==> config.mk <==
export PLATFORM = sky130hd
export DESIGN_NAME = fpsp_axis
export DESIGN_NICKNAME = d
export VERILOG_FILES = /design/src/rtl/fpsp_pkg.sv /design/src/rtl/fpsp_axis.sv
export SDC_FILE = /design/constraint.sdc
export NUM_CORES = 2
export LEC_CHECK = 0
export ABC_AREA = 1
export BUFFER_PORTS_ARGS = -buffer_cell sky130_fd_sc_hd__buf_4
export CAP_MARGIN = 20
export CORE_MARGIN = 10
export CORE_UTILIZATION = 55
export DETAILED_ROUTE_END_ITERATION = 8
export PLACE_DENSITY_LB_ADDON = 0.2
export SYNTH_ARGS = -nofsm -noshare
export SYNTH_HDL_FRONTEND = slang
export SYNTH_SLANG_ARGS = --single-unit
==> constraint.sdc <==
create_clock -name clk -period 10.8 [get_ports clk]
set_clock_uncertainty 0.05 [all_clocks]
set_input_delay 2.16 -clock clk [delete_from_list [all_inputs] [get_ports clk]]
set_output_delay 2.16 -clock clk [all_outputs]
set_load 0.01 [all_outputs]
==> src/rtl/fpsp_pkg.sv <==
// fpsp_pkg: shared constants, codes and types for the framed position to stepper pulse block
// used by every rtl file of the block and by its port checker
// no dependencies
package fpsp_pkg;

  // averaging ring and frame sync
  localparam int AVG_DEPTH   = 10;
  localparam int SYNC_COUNT  = 2;
  localparam int FRAME_BYTES = 6;
  localparam int NUM_AXES    = 3;
  localparam int AX_X        = 0;
  localparam int AX_Y        = 1;

  // field and state widths
  localparam int BYTE_W  = 8;
  localparam int POS_W   = 16;
  localparam int DIV_W   = POS_W + 1;
  localparam int TOG_W   = DIV_W + 1;
  localparam int TIME_W  = 32;
  localparam int SPEED_W = 16;
  localparam int SYNC_W  = 2;
  localparam int IDX_W   = $clog2(FRAME_BYTES);
  localparam int SLOT_W  = (AVG_DEPTH > 1) ? $clog2(AVG_DEPTH) : 1;

  // frame time is the ring sum over this divisor
  localparam int FRAME_DIV = 20;
  localparam int DIV20_W   = DIV_W + $clog2(FRAME_DIV);
  localparam int PROD_W    = TIME_W + DIV20_W;
  localparam int SUM_W     = TIME_W + $clog2(AVG_DEPTH);
  localparam int THR_W     = SUM_W + 1;

  // stream and register port shapes
  localparam int IN_DATA_W  = BYTE_W;
  localparam int OUT_DATA_W = 8;
  localparam int DONE_BIT   = 2 * NUM_AXES;
  localparam int CFG_ADDR_W = 3;
  localparam int CFG_DATA_W = 32;

  localparam logic [SYNC_W-1:0]  SYNC_MAX       = 2'd3;
  localparam logic [BYTE_W-1:0]  SYNC_BYTE      = 8'hFF;
  localparam logic [SPEED_W-1:0] SPEED_RESET    = 16'd2000;
  localparam logic [TIME_W-1:0]  INTERVAL_RESET = 32'd66666;

  typedef enum logic {
    KIND_BYTE = 1'b0,
    KIND_TICK = 1'b1
  } kind_t;

  typedef enum logic {
    REG_SPEED_LIMIT      = 1'b0,
    REG_INITIAL_INTERVAL = 1'b1
  } reg_sel_t;

  // per-axis values loaded when a frame completes
  typedef struct packed {
    logic [TOG_W-1:0]   toggles;
    logic [DIV20_W-1:0] div20;
    logic               dir;
  } axis_load_t;

  // per-axis levels after the current item
  typedef struct packed {
    logic step;
    logic dir;
  } axis_out_t;

endpackage

==> src/rtl/fpsp_axis.sv <==
// fpsp_axis: step timing for one axis, toggled on microsecond ticks
// compares elapsed time times twenty times divisor against the ring threshold
// depends on fpsp_pkg
module fpsp_axis import fpsp_pkg::*; (
  input  logic             clk,
  input  logic             rst_n,
  input  logic             tick,
  input  logic             load,
  input  axis_load_t       load_val,
  input  logic [THR_W-1:0] thr,
  output axis_out_t        axis_out
);

  // elapsed time as it will stand at the next tick
  logic [TIME_W-1:0]  e1_r, e1_nxt;
  logic [TOG_W-1:0]   tog_r, tog_nxt;
  logic [DIV20_W-1:0] div20_r, div20_nxt;
  logic               level_r, level_nxt;
  logic               dir_r, dir_nxt;
  logic [PROD_W-1:0]  prod;
  logic               hit;

  // negative threshold means a frame time of zero
  assign prod = e1_r * div20_r;
  assign hit  = (tog_r != '0) && (thr[THR_W-1] || (prod >= PROD_W'(thr[SUM_W-1:0])));

  // tick toggling and frame loads
  always_comb begin
    e1_nxt    = e1_r;
    tog_nxt   = tog_r;
    div20_nxt = div20_r;
    level_nxt = level_r;
    dir_nxt   = dir_r;
    if (tick) begin
      if (hit) begin
        e1_nxt    = TIME_W'(1);
        level_nxt = ~level_r;
        if (level_r) begin
          tog_nxt = tog_r - 1'b1;
        end
      end else begin
        e1_nxt = e1_r + 1'b1;
      end
    end
    if (load) begin
      tog_nxt   = load_val.toggles;
      div20_nxt = load_val.div20;
      dir_nxt   = load_val.dir;
    end
  end

  assign axis_out.step = level_nxt;
  assign axis_out.dir  = dir_nxt;

  always_ff @(posedge clk) begin
    if (!rst_n) begin
      e1_r    <= TIME_W'(1);
      tog_r   <= '0;
      div20_r <= '0;
      level_r <= 1'b0;
      dir_r   <= 1'b0;
    end else begin
      e1_r    <= e1_nxt;
      tog_r   <= tog_nxt;
      div20_r <= div20_nxt;
      level_r <= level_nxt;
      dir_r   <= dir_nxt;
    end
  end

endmodule

# After elaboration in Yosys (flattened, before gate mapping)
# Index checks and enable logic that the tools add are counted.
classes:
  addsub: 2
  muxes: 8
  reduce_logical: 7
  mul: 1
  n_lt_le_gt_ge: 1
  bitwise_logic: 1
ops:
  columns: ["op", "n"]
  rows:
  - ["$mux W18", 4]
  - ["$ge A54 B36 Y1", 1]
  - ["$mul A32 B22 Y54", 1]
  - ["$add A32 B1 Y32 const B", 1]
  - ["$mux W32", 1]
  - ["$reduce_bool A18 Y1", 1]
  - ["$sub A18 B1 Y18 const B", 1]
  - ["$reduce_bool A2 Y1", 3]
  - ["$mux W1", 3]
  - ["$reduce_and A3 Y1", 1]
  - ["$logic_and A1 B1 Y1", 1]
  - ["$logic_or A1 B1 Y1", 1]
  - ["$not A1 Y1", 1]
totals:
  register_bits: 74
  inputBits: 82
  output_inout_bits: 2
  wordCells: 25

# Longest topological paths before layout
logic_depth:
  word_depth: 7
  depth_mapped: 47

# Worst setup path before layout
# OpenSTA, ideal clock, no wires.
synth_timing:
  path_type: "flip-flop to output port"
  startpoint: "reg e1_r[26]"
  endpoint: "out axis_out[1] (netlist name)"
  arrival_ns: 7.271
  path_buffers: 4
  slack_ns: 1.319
  required_time_ns: 8.590
  stages_incl_launch_ff: 38
  cell_sequence: "dfxtp_1 clkbuf_1 clkbuf_1 nand2_1 fa_1 inv_1 fa_1 inv_1 fa_1 inv_1 fa_1 fa_1 fa_1 inv_1 fa_1 inv_1 ha_1 a21oi_1 [2 not listed] nand2_1 a31oi_1 xnor2_1 ha_1 nand2_1 nor2_1 and3_1 nand3_1 nor4_1 nand3_1 nand2_1 nand2_1 nand3_2 nand4_2 buf_6 inv_1 nor2_1 buf_4"
synth_via:
  elab_chain_cells: 6
synth_rtl:
  columns: ["item", "line", "source"]
  rows:
  - ["start: declaration", "fpsp_axis.sv:15", "logic [TIME_W-1:0] e1_r, e1_nxt;"]
  - ["start signal: assignment", "fpsp_axis.sv:63", "e1_r <= e1_nxt;"]
  - ["$mul A32 B22 Y54", "fpsp_axis.sv:24", "assign prod = e1_r * div20_r;"]
  - ["$ge A54 B36 Y1", "fpsp_axis.sv:25", "assign hit = (tog_r != '0) && (thr[THR_W-1] || (prod >= PROD_W'(thr[SUM_W-1:0])));"]
  - ["$logic_or A1 B1 Y1", "fpsp_axis.sv:25", null]
  - ["$logic_and A1 B1 Y1", "fpsp_axis.sv:25", null]
  - ["$mux W1", "fpsp_axis.sv:35", "if (hit) begin"]
  - ["$mux W1", "fpsp_axis.sv:34", "if (tick) begin"]
  - ["end: declaration", "fpsp_axis.sv:11", "output axis_out_t axis_out"]
# Every way passes these cells.

==> reports/summary.txt <==
======================================================================================================
Static Leak                                                                                    18.1 nW
Starting Density                                                                                 55.7%
Worst path buffer plus inverter count                                                                9
Placed Cells                                                                                      4611
Wire length of the first global-routing pass                                                 127000 µm
Root buffer cell                                                                          sky130_fd_sc_hd__clkbuf_16
Detailed Routing Iterations Pass 1                                                                   5
Library cells used by synthesis                                                                     46
Area of the core                                                                             51400 µm²
Cell Area, Placed                                                                            30000 µm²
Cell depth of the worst min-delay path                                                               2
Final-report setup violation count                                                                   0
Kind of end point of the critical path                                                    primary output
Clock transition at the register clock pins on the worst setup and hold paths after CTS        0.06 ns
Routing layer with the top usage in global route                                                  met2
Fin Setup TNS                                                                                     0 ns
Transition time of the tightest slew-check pin                                                0.602 ns
Max Clk Rate                                                                                  96.9 MHz
Cell Area, Synth                                                                             28600 µm²
Post-layout util                                                                                 59.3%
Share of flip-flops with an asynchronous set or reset after synthesis                               0%
Largest net degree at the start of global routing                                                   58
PnR Total Power                                                                               0.929 mW
CP arrival                                                                                     8.11 ns
Overall fraction of global-route tracks in use                                                   25.7%
Total congestion overflow after global routing                                                       0
Number of nets produced by synthesis                                                              4848
Detailed-route via count                                                                         23600
Synthesized netlist cell count                                                                    3961
Required arrival time at the worst endpoint                                                    8.59 ns
Global routing usage on met2                                                                     41.9%
Time the worst path needs with I/O delays and setup                                           10.32 ns
Filler-free cell count of the finished design                                                     4628
WS Path Type                                                                              register to primary output
Worst Hold Path EP                                                                               dir_r
Level count of the clock H-tree                                                                      3
Post-synth EDFFs                                                                                     0
Count of warnings emitted by yosys                                                                   0
Number of buffers added by the clock tree synthesis step                                             9
Outcome                                                                                   finished clean
TritonCTS clock tree                                                                              done
Worst R2R End                                                                                 e1_r[12]
Met1 layer usage reported by global route                                                        35.8%
Sequential element share of the synthesized area                                                 5.17%
Clk sink count                                                                                      74
Number of hold-slack violations in the final timing report                                           0
Met3 track utilization from global routing                                                       3.82%
Max Slew Vio Count                                                                                   0
Number of cells on the worst reg-to-reg path                                                        37
Filler cells                                                                                      4875
Count of standard-cell rows                                                                         83
Fraction of the cycle the final worst path needs                                                 95.5%
Most common library cell in the layout ignoring fill and taps                             sky130_fd_sc_hd__nand2_1
Avg Cell Area, Syn                                                                            7.23 µm²
Number of antenna violations at the first check in global routing                                    0
Pwr Density                                                                                30.5 nW/µm²
Final instance area                                                                          30500 µm²
Tightest Hold Check Type                                                                  register to register
Worst voltage drop across the vdd grid                                                     0.0000773 V
Number of storage elements in the synthesis netlist                                                 74
Launch point of the worst reg-to-reg path                                                  div20_r[17]
Remaining design rule violation count                                                                0
Vertical die dimension                                                                          248 µm
1st-iter DRT viols                                                                                1754
Total length of routed wires                                                                  74700 µm
Startpoint of the tightest hold check path                                                       dir_r
Most frequent cells in the layout                                                         sky130_fd_sc_hd__nand2_1, sky130_fd_sc_hd__inv_1, sky130_fd_sc_hd__fa_1
Cell with the largest stage delay on the worst path                                       sky130_fd_sc_hd__fa_1
Maximum single-stage delay on the critical path                                                0.55 ns
Antenna Violating Nets Remaining                                                                     0
Max_cap viols                                                                                        0
Via-per-instance ratio                                                                            5.10
Detailed-route wire length per cell                                                            16.1 µm
Worst-case register-to-register setup slack                                                    2.25 ns
Setup crit start kind                                                                         register
Leading register cell type out of synthesis                                               sky130_fd_sc_hd__dfxtp_1
Share of cells above drive strength 1                                                            7.07%
Diodes inserted                                                                                      0
Area growth from synthesis to layout                                                             6.37%
CP delay by family, top                                                                    adder cells
IO Port Bufs                                                                                        83
Nets                                                                                              4830
Number of ports placed on the die boundary                                                          84
Post-detail-place hpwl                                                                        64100 µm
Vias in the first global route                                                                   24600
Headroom to the max-slew limit                                                                   59.6%
Highest fanout seen on the critical path                                                            33
Total die area                                                                               61600 µm²
Clock Path Buffers                                                                                   2
Die X-Extent                                                                                    248 µm
Gp weighted congestion                                                                           0.945
Clock insertion delay at the later pin of the skew report                                      0.38 ns
======================================================================================================
worst register-to-register path: cells and delay by family (launching register included):
kind,cells,cell delay (ns)
compound gates,5,0.85
xor+xnor,1,0.17
flops,1,0.59
fa+ha+maj,9,3.93
simple gates,10,1.27
buf+inv,12,1.65
layout make-up:
class | instances | area (µm²) | area share [%]
multi-input combinational | 2575 | 22200 | 72.9
sequential | 74 | 1550 | 5.09
inverter | 1111 | 4170 | 13.7
tap | 680 | 851 | 2.79
timing repair buffer | 172 | 1410 | 4.61
clock inverter | 5 | 37.5 | 0.123
clock buffer | 11 | 243 | 0.797
sequential cells by signal, summed over array words and instances (netlist names):
name / flops
level_r: 1
dir_r: 1
div20_r: 22
tog_r: 18
e1_r: 32
per-stage QoR:
| step | setup WS [ns] | hold WS [ns] |
|---|---|---|
| after floorplan | 1.32 | 0.396 |
| after global placement | 0.467 | 0.411 |
| after detailed placement | 0.460 | 0.415 |
| after CTS | 0.0220 | 0.426 |
| after global routing | -0.00588 | 0.437 |
| final | 0.484 | 0.421 |
synth_stat cells, drive strengths merged, types with 14 or more instances:
| cell type | n | area (µm²) |
|---|---|---|
| o21ai | 58 | 290 |
| nand4 | 33 | 213 |
| clkbuf | 183 | 687 |
| xnor2 | 14 | 123 |
| nor3 | 22 | 135 |
| fa | 597 | 12000 |
| buf | 18 | 128 |
| inv | 1111 | 4170 |
| ha | 208 | 2600 |
| nand3 | 105 | 556 |
| a21oi | 89 | 445 |
| nor2 | 186 | 731 |
| nand2 | 1170 | 4420 |
| xor2 | 33 | 289 |
| dfxtp | 74 | 1480 |
worst max-delay path by stage:
stage,from,end,slack [ns],cells after the start
detailed placement,div20_r[8],axis_out[1],0.46,34
global route,div20_r[4],axis_out[1],-0.006,34
finish,div20_r[13],axis_out[1],0.48,37
global placement,div20_r[5],axis_out[1],0.47,33
floorplan,e1_r[26],axis_out[1],1.32,37
CTS,div20_r[8],axis_out[1],0.02,34
logic make-up (layout without fill, tap and decap cells):
group                    Yosys count  in the layout  synth area share [%]
AO/OA/AOI/OAI                    175            175                  3.29
AND/OR/NAND/NOR                 1548           1548                  21.9
flip-flops                        74             74                  5.17
buffers and inverters           1312           1299                  17.4
XOR/XNOR                          47             47                  1.44
adder cells (fa/ha/maj)          805            805                  50.8
power by group:
group / leakage, nW / switching (mW) / internal (mW) / total, mW
Sequential: 0.624 / 0.0333 / 0.285 / 0.318
Clock: 0.132 / 0.143 / 0.163 / 0.306
Combinational: 17.4 / 0.187 / 0.117 / 0.304
Total: 18.1 / 0.364 / 0.565 / 0.929
per-layer routing:
| metal | part of all wire, % | up-vias |
|---|---|---|
| met5 | 0 | - |
| met4 | 1.7 | 0 |
| met3 | 7.0 | 66 |
| met2 | 46 | 756 |
| met1 | 45 | 11600 |
| li1 | - | 11200 |
what timing repair did:
item                                    CTS  global route
setup buffers                             0             1
gates resized for setup                   0            82
hold buffers                              0             0
endpoints found under the setup margin    0             1
Note: power is estimated with default switching activity, not from simulation.
