--- src/rtl/fpsp_pkg.sv ---
// fpsp_pkg: shared constants, codes and types for the framed position to stepper pulse block
// used by every rtl file of the block and by its port checker
// no dependencies
package fpsp_pkg;

  // averaging ring and frame sync
  localparam int AVG_DEPTH   = 10;
  localparam int SYNC_COUNT  = 2;
  localparam int FRAME_BYTES = 6;
  localparam int NUM_AXES    = 3;
  localparam int AX_X        = 0;
  localparam int AX_Y        = 1;

  // field and state widths
  localparam int BYTE_W  = 8;
  localparam int POS_W   = 16;
  localparam int DIV_W   = POS_W + 1;
  localparam int TOG_W   = DIV_W + 1;
  localparam int TIME_W  = 32;
  localparam int SPEED_W = 16;
  localparam int SYNC_W  = 2;
  localparam int IDX_W   = $clog2(FRAME_BYTES);
  localparam int SLOT_W  = (AVG_DEPTH > 1) ? $clog2(AVG_DEPTH) : 1;

  // frame time is the ring sum over this divisor
  localparam int FRAME_DIV = 20;
  localparam int DIV20_W   = DIV_W + $clog2(FRAME_DIV);
  localparam int PROD_W    = TIME_W + DIV20_W;
  localparam int SUM_W     = TIME_W + $clog2(AVG_DEPTH);
  localparam int THR_W     = SUM_W + 1;

  // stream and register port shapes
  localparam int IN_DATA_W  = BYTE_W;
  localparam int OUT_DATA_W = 8;
  localparam int DONE_BIT   = 2 * NUM_AXES;
  localparam int CFG_ADDR_W = 3;
  localparam int CFG_DATA_W = 32;

  localparam logic [SYNC_W-1:0]  SYNC_MAX       = 2'd3;
  localparam logic [BYTE_W-1:0]  SYNC_BYTE      = 8'hFF;
  localparam logic [SPEED_W-1:0] SPEED_RESET    = 16'd2000;
  localparam logic [TIME_W-1:0]  INTERVAL_RESET = 32'd66666;

  typedef enum logic {
    KIND_BYTE = 1'b0,
    KIND_TICK = 1'b1
  } kind_t;

  typedef enum logic {
    REG_SPEED_LIMIT      = 1'b0,
    REG_INITIAL_INTERVAL = 1'b1
  } reg_sel_t;

  // per-axis values loaded when a frame completes
  typedef struct packed {
    logic [TOG_W-1:0]   toggles;
    logic [DIV20_W-1:0] div20;
    logic               dir;
  } axis_load_t;

  // per-axis levels after the current item
  typedef struct packed {
    logic step;
    logic dir;
  } axis_out_t;

endpackage

--- src/rtl/fpsp_frame.sv ---
// fpsp_frame: byte parser, frame math and interval averaging ring
// produces per-axis load values and the toggle threshold
// depends on fpsp_pkg
module fpsp_frame import fpsp_pkg::*; (
  input  logic                          clk,
  input  logic                          rst_n,
  input  logic                          byte_valid,
  input  logic                          tick,
  input  logic [BYTE_W-1:0]             data_byte,
  input  logic [SPEED_W-1:0]            speed_limit,
  input  logic                          interval_wr,
  input  logic [TIME_W-1:0]             interval_value,
  output logic                          frame_done,
  output axis_load_t [NUM_AXES-1:0]     axis_load,
  output logic [THR_W-1:0]              thr
);

  localparam logic [THR_W-1:0] THR_BIAS  = THR_W'(FRAME_DIV - 1);
  localparam logic [THR_W-1:0] SM_RESET  =
    THR_W'(AVG_DEPTH) * THR_W'(INTERVAL_RESET) - THR_BIAS;
  localparam logic [THR_W-1:0] THR_RESET = '0 - THR_BIAS;

  logic [SYNC_W-1:0] sync_r, sync_nxt, sync_inc;
  logic [IDX_W-1:0]  idx_r, idx_nxt;
  logic [BYTE_W-1:0] bytes_r [FRAME_BYTES-1];
  logic [POS_W-1:0]  prior_r [NUM_AXES];
  logic [TIME_W-1:0] frame_el_r;
  logic [TIME_W-1:0] ring_r [AVG_DEPTH];
  logic [SLOT_W-1:0] slot_r, slot_nxt;
  logic [THR_W-1:0]  sm_r, sm_frame, sm_load;
  logic [THR_W-1:0]  thr_r;

  logic is_sync, resync, last_byte, over_limit;
  logic [FRAME_BYTES*BYTE_W-1:0] frame_word;
  logic [POS_W-1:0] pos   [NUM_AXES];
  logic [POS_W:0]   delta [NUM_AXES];
  logic [POS_W:0]   absd  [NUM_AXES];
  logic [DIV_W-1:0] mag   [NUM_AXES];
  logic [DIV_W-1:0] div   [NUM_AXES];

  // sync run and byte position
  always_comb begin
    is_sync    = data_byte == SYNC_BYTE;
    sync_inc   = (sync_r < SYNC_MAX) ? sync_r + 1'b1 : sync_r;
    resync     = is_sync && (sync_inc >= SYNC_W'(SYNC_COUNT));
    last_byte  = idx_r == IDX_W'(FRAME_BYTES - 1);
    frame_done = byte_valid && !resync && last_byte;
    sync_nxt   = is_sync ? sync_inc : '0;
    idx_nxt    = (resync || last_byte) ? '0 : idx_r + 1'b1;
  end

  // frame word, first byte highest; the current byte closes it
  always_comb begin
    for (int i = 0; i < FRAME_BYTES - 1; i++) begin
      frame_word[(FRAME_BYTES-1-i)*BYTE_W +: BYTE_W] = bytes_r[i];
    end
    frame_word[BYTE_W-1:0] = data_byte;
  end

  // deltas, magnitudes and directions; x travels double
  always_comb begin
    for (int a = 0; a < NUM_AXES; a++) begin
      pos[a]   = frame_word[(NUM_AXES-1-a)*POS_W +: POS_W];
      delta[a] = {1'b0, prior_r[a]} - {1'b0, pos[a]};
      absd[a]  = delta[a][POS_W] ? (~delta[a] + 1'b1) : delta[a];
      mag[a]   = (a == AX_X) ? {absd[a][POS_W-1:0], 1'b0} : {1'b0, absd[a][POS_W-1:0]};
    end
  end

  // speed limit caps only the x and y divisors
  always_comb begin
    over_limit = (mag[AX_X] > DIV_W'(speed_limit)) || (mag[AX_Y] > DIV_W'(speed_limit));
    for (int a = 0; a < NUM_AXES; a++) begin
      div[a] = (over_limit && (a == AX_X || a == AX_Y)) ? DIV_W'(speed_limit) : mag[a];
      axis_load[a].toggles = {mag[a], 1'b0};
      axis_load[a].div20   = DIV20_W'(div[a]) * DIV20_W'(FRAME_DIV);
      axis_load[a].dir     = delta[a][POS_W];
    end
  end

  // running ring sum kept less the bias, so the frame time compare needs no divide
  always_comb begin
    sm_frame = sm_r - THR_W'(ring_r[slot_r]) + THR_W'(frame_el_r);
    sm_load  = THR_W'(AVG_DEPTH) * THR_W'(interval_value) - THR_BIAS;
    slot_nxt = (slot_r == SLOT_W'(AVG_DEPTH - 1)) ? '0 : slot_r + 1'b1;
  end

  assign thr = thr_r;

  // control and averaging state
  always_ff @(posedge clk) begin
    if (!rst_n) begin
      sync_r     <= '0;
      idx_r      <= '0;
      frame_el_r <= '0;
      slot_r     <= '0;
      sm_r       <= SM_RESET;
      thr_r      <= THR_RESET;
      for (int a = 0; a < NUM_AXES; a++) begin
        prior_r[a] <= '0;
      end
      for (int i = 0; i < AVG_DEPTH; i++) begin
        ring_r[i] <= INTERVAL_RESET;
      end
    end else begin
      if (tick) begin
        frame_el_r <= frame_el_r + 1'b1;
      end
      if (byte_valid) begin
        sync_r <= sync_nxt;
        idx_r  <= idx_nxt;
      end
      if (frame_done) begin
        for (int a = 0; a < NUM_AXES; a++) begin
          prior_r[a] <= pos[a];
        end
        ring_r[slot_r] <= frame_el_r;
        frame_el_r     <= '0;
        slot_r         <= slot_nxt;
        sm_r           <= sm_frame;
        thr_r          <= sm_frame;
      end
      if (interval_wr) begin
        for (int i = 0; i < AVG_DEPTH; i++) begin
          ring_r[i] <= interval_value;
        end
        sm_r <= sm_load;
      end
    end
  end

  // frame bytes, undefined until written
  always_ff @(posedge clk) begin
    if (byte_valid && !resync && !last_byte) begin
      bytes_r[idx_r] <= data_byte;
    end
  end

endmodule

--- config.mk ---
export PLATFORM = sky130hd
export DESIGN_NAME = fpsp_frame
export DESIGN_NICKNAME = d
export VERILOG_FILES = /design/src/rtl/fpsp_pkg.sv /design/src/rtl/fpsp_frame.sv
export SDC_FILE = /design/constraint.sdc
export NUM_CORES = 2
export LEC_CHECK = 0
export BUFFER_PORTS_ARGS = -buffer_cell sky130_fd_sc_hd__buf_2
export CAP_MARGIN = 20
export CORE_MARGIN = 2
export CORE_UTILIZATION = 35
export DETAILED_ROUTE_END_ITERATION = 12
export GPL_ROUTABILITY_DRIVEN = 0
export PLACE_DENSITY = 0.47
export SLEW_MARGIN = 5
export SYNTH_ARGS = -nofsm -noshare
export SYNTH_HDL_FRONTEND = slang
export SYNTH_SLANG_ARGS = --single-unit
--- constraint.sdc ---
create_clock -name clk -period 11.6 [get_ports clk]
set_input_delay 1.74 -clock clk [delete_from_list [all_inputs] [get_ports clk]]
set_output_delay 1.74 -clock clk [all_outputs]
set_load 0.005 [all_outputs]
-- After elaboration in Yosys (flattened, before gate mapping)
Memories as Yosys holds them, arrays and structs flattened. A register that Yosys moved wholly into a read port is not among the register bits.
Cells that the tools add are included.
Widths: inputs -> output; s select.
- register bits after elaboration: 115
- bits in writable memories: 408
- input bits: 61
- memories kept: 3
- logic and storage cells: 135
- eq/ne operators: 13
- add/subtract/negate cells: 13
- $mul: 4
- bitwise operators: 47
- order comparisons: 4
- reductions and logical operators: 10
- multiplexer cells: 35
- memory list (memory ; words ; bits a word ; rd ports ; clocked after memory_dff ; wr ports ; RTL line ; source):
    ring_r ; 10 ; 32 ; 1 ; 1 ; 11 ; fpsp_frame.sv:28 ; logic [TIME_W-1:0] ring_r [AVG_DEPTH];
    prior_r ; 3 ; 16 ; 3 ; 0 ; 3 ; fpsp_frame.sv:26 ; logic [POS_W-1:0] prior_r [NUM_AXES];
    bytes_r ; 5 ; 8 ; 5 ; 0 ; 1 ; fpsp_frame.sv:25 ; logic [BYTE_W-1:0] bytes_r [FRAME_BYTES-1];
- operator list (operator ; number):
    $mux 32 ; 10
    $mux 16 ; 7
    $mux 37 ; 2
    $sub 16x16->17 ; 3
    $add 16x1->16 const B ; 3
    $not 16->16 ; 3
    $eq 4x4->1 const B ; 11
    $mul 16x3->19 const B ; 2
    $add 37x32->37 ; 1
    $sub 36x5->37 const B ; 1
    $sub 37x32->37 ; 1
    $mul 3x32->35 const A ; 1
    $add 32x1->32 const B ; 1
    $and 1x1->1 ; 20
    $mul 17x3->20 const B ; 1
    $gt 17x16->1 ; 1
    $mux 17 ; 1
    $gt 16x16->1 ; 1
    $or 1x1->1 ; 13
    $mux 4 ; 3
    $not 1->1 ; 11
    $mux 1 ; 9
    $eq 8x8->1 const B ; 1
    $add 4x1->4 const B ; 1
    other kinds (12) ; 18

-- Depth between registers and ports, before layout
- depth after elaboration: 20
- mapped depth: 38
- gate-level depth less buffers: 36

-- Least setup slack after synthesis
OpenSTA, ideal clock, no wires.
- path type: reg2out
- start: memory prior_r[0][0]
- end: output axis_load[20] (netlist name)
- path buffers: 1
- stages on the path, launching flop included: 37
- slack: 2.211 ns
- data arrival time: 7.649 ns
- cell sequence: edfxtp_1 > inv_1 > ha_1 > inv_1 > fa_1 > a211oi_1 > o21ai_0 > a31o_1 > a21oi_1 > xnor2_1 > or2_2 > nor3b_1 > nor2_1 > xor2_1 > ha_1 > nand4_1 > or4_1 > o2bb2ai_1 > a41oi_1 > inv_1 > or2_1 > buf_4 > mux2_1 > ha_1 > ha_1 > inv_1 > fa_1 > nor2b_1 > o21ai_0 > a21boi_0 > o21ai_0 > a21boi_0 > o21ai_0 > a21oi_1 > o41ai_1 > or4b_2 > o211ai_1
- RTL lines (what ; RTL line ; source):
    start, declared ; fpsp_frame.sv:26 ;
    end, declared ; fpsp_frame.sv:14 ; output axis_load_t [NUM_AXES-1:0] axis_load,

==> key figures <==
Outcome
  – Status: finished, final reports clean

Worst setup path
  – Critical path type: reg -> out
  – Critical Path Source Type: register
  – Crit-path max cell delay: around 0.62 ns
  – Critical Path End Type: output port
  – CP Max Fanout: 12
  – Critical path arrival: 9.00 ns
  – Slowest CP cell: or4b_2
  – Data required time of the worst path: just under 10 ns

Floorplan
  – Initial core utilization: 35.3%
  – Die X: about 350 um
  – Die area: between 100000 and 150000 um2
  – Die Span Y: about 350 um
  – Io pins: between 200 and 250
  – FP Rows: between 100 and 150
  – Core Region: between 100000 and 150000 um2

Synth
  – Sequential share of the synthesized area: between 40% and 50%
  – XOR/XNOR Fraction of Synth Area: between 4 and 5%
  – Number of synthesized flops with an enable pin: 600
  – Async set-reset flop share out of synthesis: 0%
  – Post-Synth Simple-Gate Area: roughly 9.9%
  – Average size of a mapped cell: 11.6 um2
  – Compound-cell area share of the yosys netlist: 13.4%
  – Synthesized instance count: between 3000 and 4000
  – Mux contribution to synthesized area: 9.10%
  – Unique cell type count in the Yosys netlist: 107
  – Post-synthesis instance area: between 40000 and 50000 um2
  – #FFs+latches synth: around 720
  – Synth Area in Adders: ~10%
  – Largest family of logic cells by synthesized area: compound AO/OA/AOI/OAI gates
  – Synth Flop Type: edfxtp_1
  – Yosys warns: 0

Placed design
  – Dpl hpwl: ~93 mm
  – Port bufs: 206
  – DP Cell Count: roughly 5200

Power
  – Power per cell area: between 150 and 200 nW/um2
  – Leak: 0.0184 uW
  – Total power draw: around 7900 uW
  – Worst vdd ir: ~0.0001 V

CTS
  – Clock Path Buffers: 3
  – H-tree Lvls: 3
  – Total CTS buffers: 81
  – Post-CTS Setup Inserts: 0
  – Clk pin slew, worst setup/hold paths: roughly 0.050 ns
  – Clk sinks: 719
  – Worst-Skew Late Latency: roughly 0.66 ns
  – TritonCTS clock tree: done
  – Clock root buffer master: clkbuf_16

Finish
  – # fillers: between 10000 and 15000
  – Layout cell share with drive strength beyond 1: between 10% and 20%
  – Non-filler instance count after layout: ~5400
  – Area Growth Syn to Fin: 13.6%
  – Commonest non-fill, non-tap cells in the layout: edfxtp_1, o21ai_0, ha_1, inv_1, nand2_1
  – Leading cell type in the layout, fill and taps excluded: edfxtp_1
  – Nets: 4136

Route
  – Via count: ~30000
  – Via density per instance: between 5 and 6
  – Drc violations: 0
  – DRT iter0 DRCs: 2321
  – Routed length per placed instance: ~25 um
  – 1st-pass router iterations: 6
  – Detailed Route WL: between 100 and 150 mm
  – ANT nets after route: 0

Timing
  – Tmin final: 10.74 ns
  – Final setup fails: 0
  – Setup TNS: 0 ns
  – RSZ-0062 raised after global routing: no
  – Final slew viol count: 0
  – Worst slew margin: approximately 29%
  – Fmax achieved: approximately 93 MHz
  – Worst-Margin Slew: about 1.1 ns
  – Crit share post-route: 92.6%
  – Clk_skew: roughly 0.024 ns
  – Hold Violations, Final: 0

GRT
  – Vias in the first global route: about 30000
  – Global-route wire length before repair: 200 mm
  – Initial antenna violation count: 2
  – GRT Util Overall: a little over a fifth
  – Largest net degree at the start of global routing: slightly above 90
  – Grt ovf: 0

Job
  – Max-cap viol count: 0

Min path
  – Hold crit path type: reg -> reg
[layer usage]
metal	track usage, %	share of wire, %	vias to the layer above
met1	30.3	45	15100
li1	-	-	13800
met5	0	0	-
met3	3.14	5.5	183
met2	36.1	47	812
met4	6.25	2.5	0
[sequential cells by signal, indices dropped and copies added, names as in the netlist, named ones only]
register,flops
ring_r,512
sm_r,37
idx_r,3
sync_r,2
slot_r,4
bytes_r,40
thr,37
prior_r,48
frame_el_r,32
[through the flow]
stage               worst slack, ns  hold slack, ns  util, %  area, um2
finish                        0.856           0.460     40.1      47500
CTS                           0.263           0.466     40.1      47400
detailed placement             1.01           0.451     37.6      44500
global route                  0.143           0.483     40.1      47500
floorplan                      2.21           0.448        -      41800
global placement               1.17           0.444     37.6      44500
[critical path, delay by kind of cell, from the launching register on]
family          cells  cell delay, ns
compound gates     13            2.74
xor+xnor            1            0.18
fa+ha+maj           6            1.63
buf+inv             5            0.42
flops               1            0.35
mux                 1            0.43
simple gates       10            2.62
[final cells by class]
| class | count | area (um2) | area share (%) |
|---|---|---|---|
| sequential | 719 | 20400 | 43.0 |
| timing repair buffer | 261 | 1460 | 3.07 |
| clock buffer | 108 | 2280 | 4.81 |
| inverter | 256 | 961 | 2.02 |
| multi-input combinational | 2448 | 19800 | 41.7 |
| tap | 1536 | 1920 | 4.05 |
| clock inverter | 43 | 623 | 1.31 |
| antenna | 2 | 5.00 | 0.0105 |
[Yosys cell counts (all sizes together) (7+ instances only)]
cell type	n	share of area (%)
nand2	237	2.1
a21oi	172	2.1
xnor2	154	3.3
o21bai	12	0.22
a21o	52	0.93
a221oi	21	0.44
nor3b	10	0.18
o211ai	20	0.36
nor4b	8	0.25
edfxtp	600	43
clkbuf	140	1.3
a31oi	27	0.40
xor2	59	1.2
o31a	7	0.15
nand4	34	0.51
o2111ai	8	0.18
nand2b	23	0.34
and3	32	0.48
inv	255	2.3
o21ai	359	4.3
fa	39	1.9
nor3	79	0.99
a31o	9	0.19
nor2b	29	0.43
mux4	160	8.6
a211oi	21	0.43
a21boi	68	1.2
nand3	89	1.1
and2	16	0.24
o31ai	10	0.22
nor4	17	0.32
or3	14	0.21
mux2	13	0.35
buf	56	0.73
nor2	211	1.9
ha	269	8.1
a2111oi	10	0.26
dfxtp	119	5.7
or4	7	0.13
a311oi	9	0.25
o21a	30	0.54
or2	20	0.30
[what timing repair did]
action,4_1_cts,5_1_grt
hold buffers,0,0
gates resized for setup,0,10
setup endpoints to repair,0,5
[cell families (layout without fill, tap and decap cells)]
logic type | Yosys count | after routing
simple gates | 846 | 846
xor+xnor | 213 | 213
compound gates | 887 | 887
fa+ha+maj | 308 | 308
buf+inv | 452 | 668
flops | 719 | 719
mux | 178 | 178
other cells | 1 | 18
[worst paths after layout]
check                 from       endpoint  slack (ns)  cells past startpoint
min reg2reg        thr[13]        thr[13]        0.46                      2
max          prior_r[0][0]  axis_load[20]        0.86                     36
max reg2reg       register       sm_r[36]        4.69                     16
min                thr[13]        thr[13]        0.46                      2
[power breakdown]
| group | total (uW) | internal (uW) | switching, uW |
|---|---|---|---|
| combinational | 2200 | 917 | 1280 |
| clock | 2800 | 1710 | 1100 |
| sequential | 2940 | 2910 | 35.9 |
| total | 7940 | 5530 | 2420 |
(Power assumes the default switching activity.)
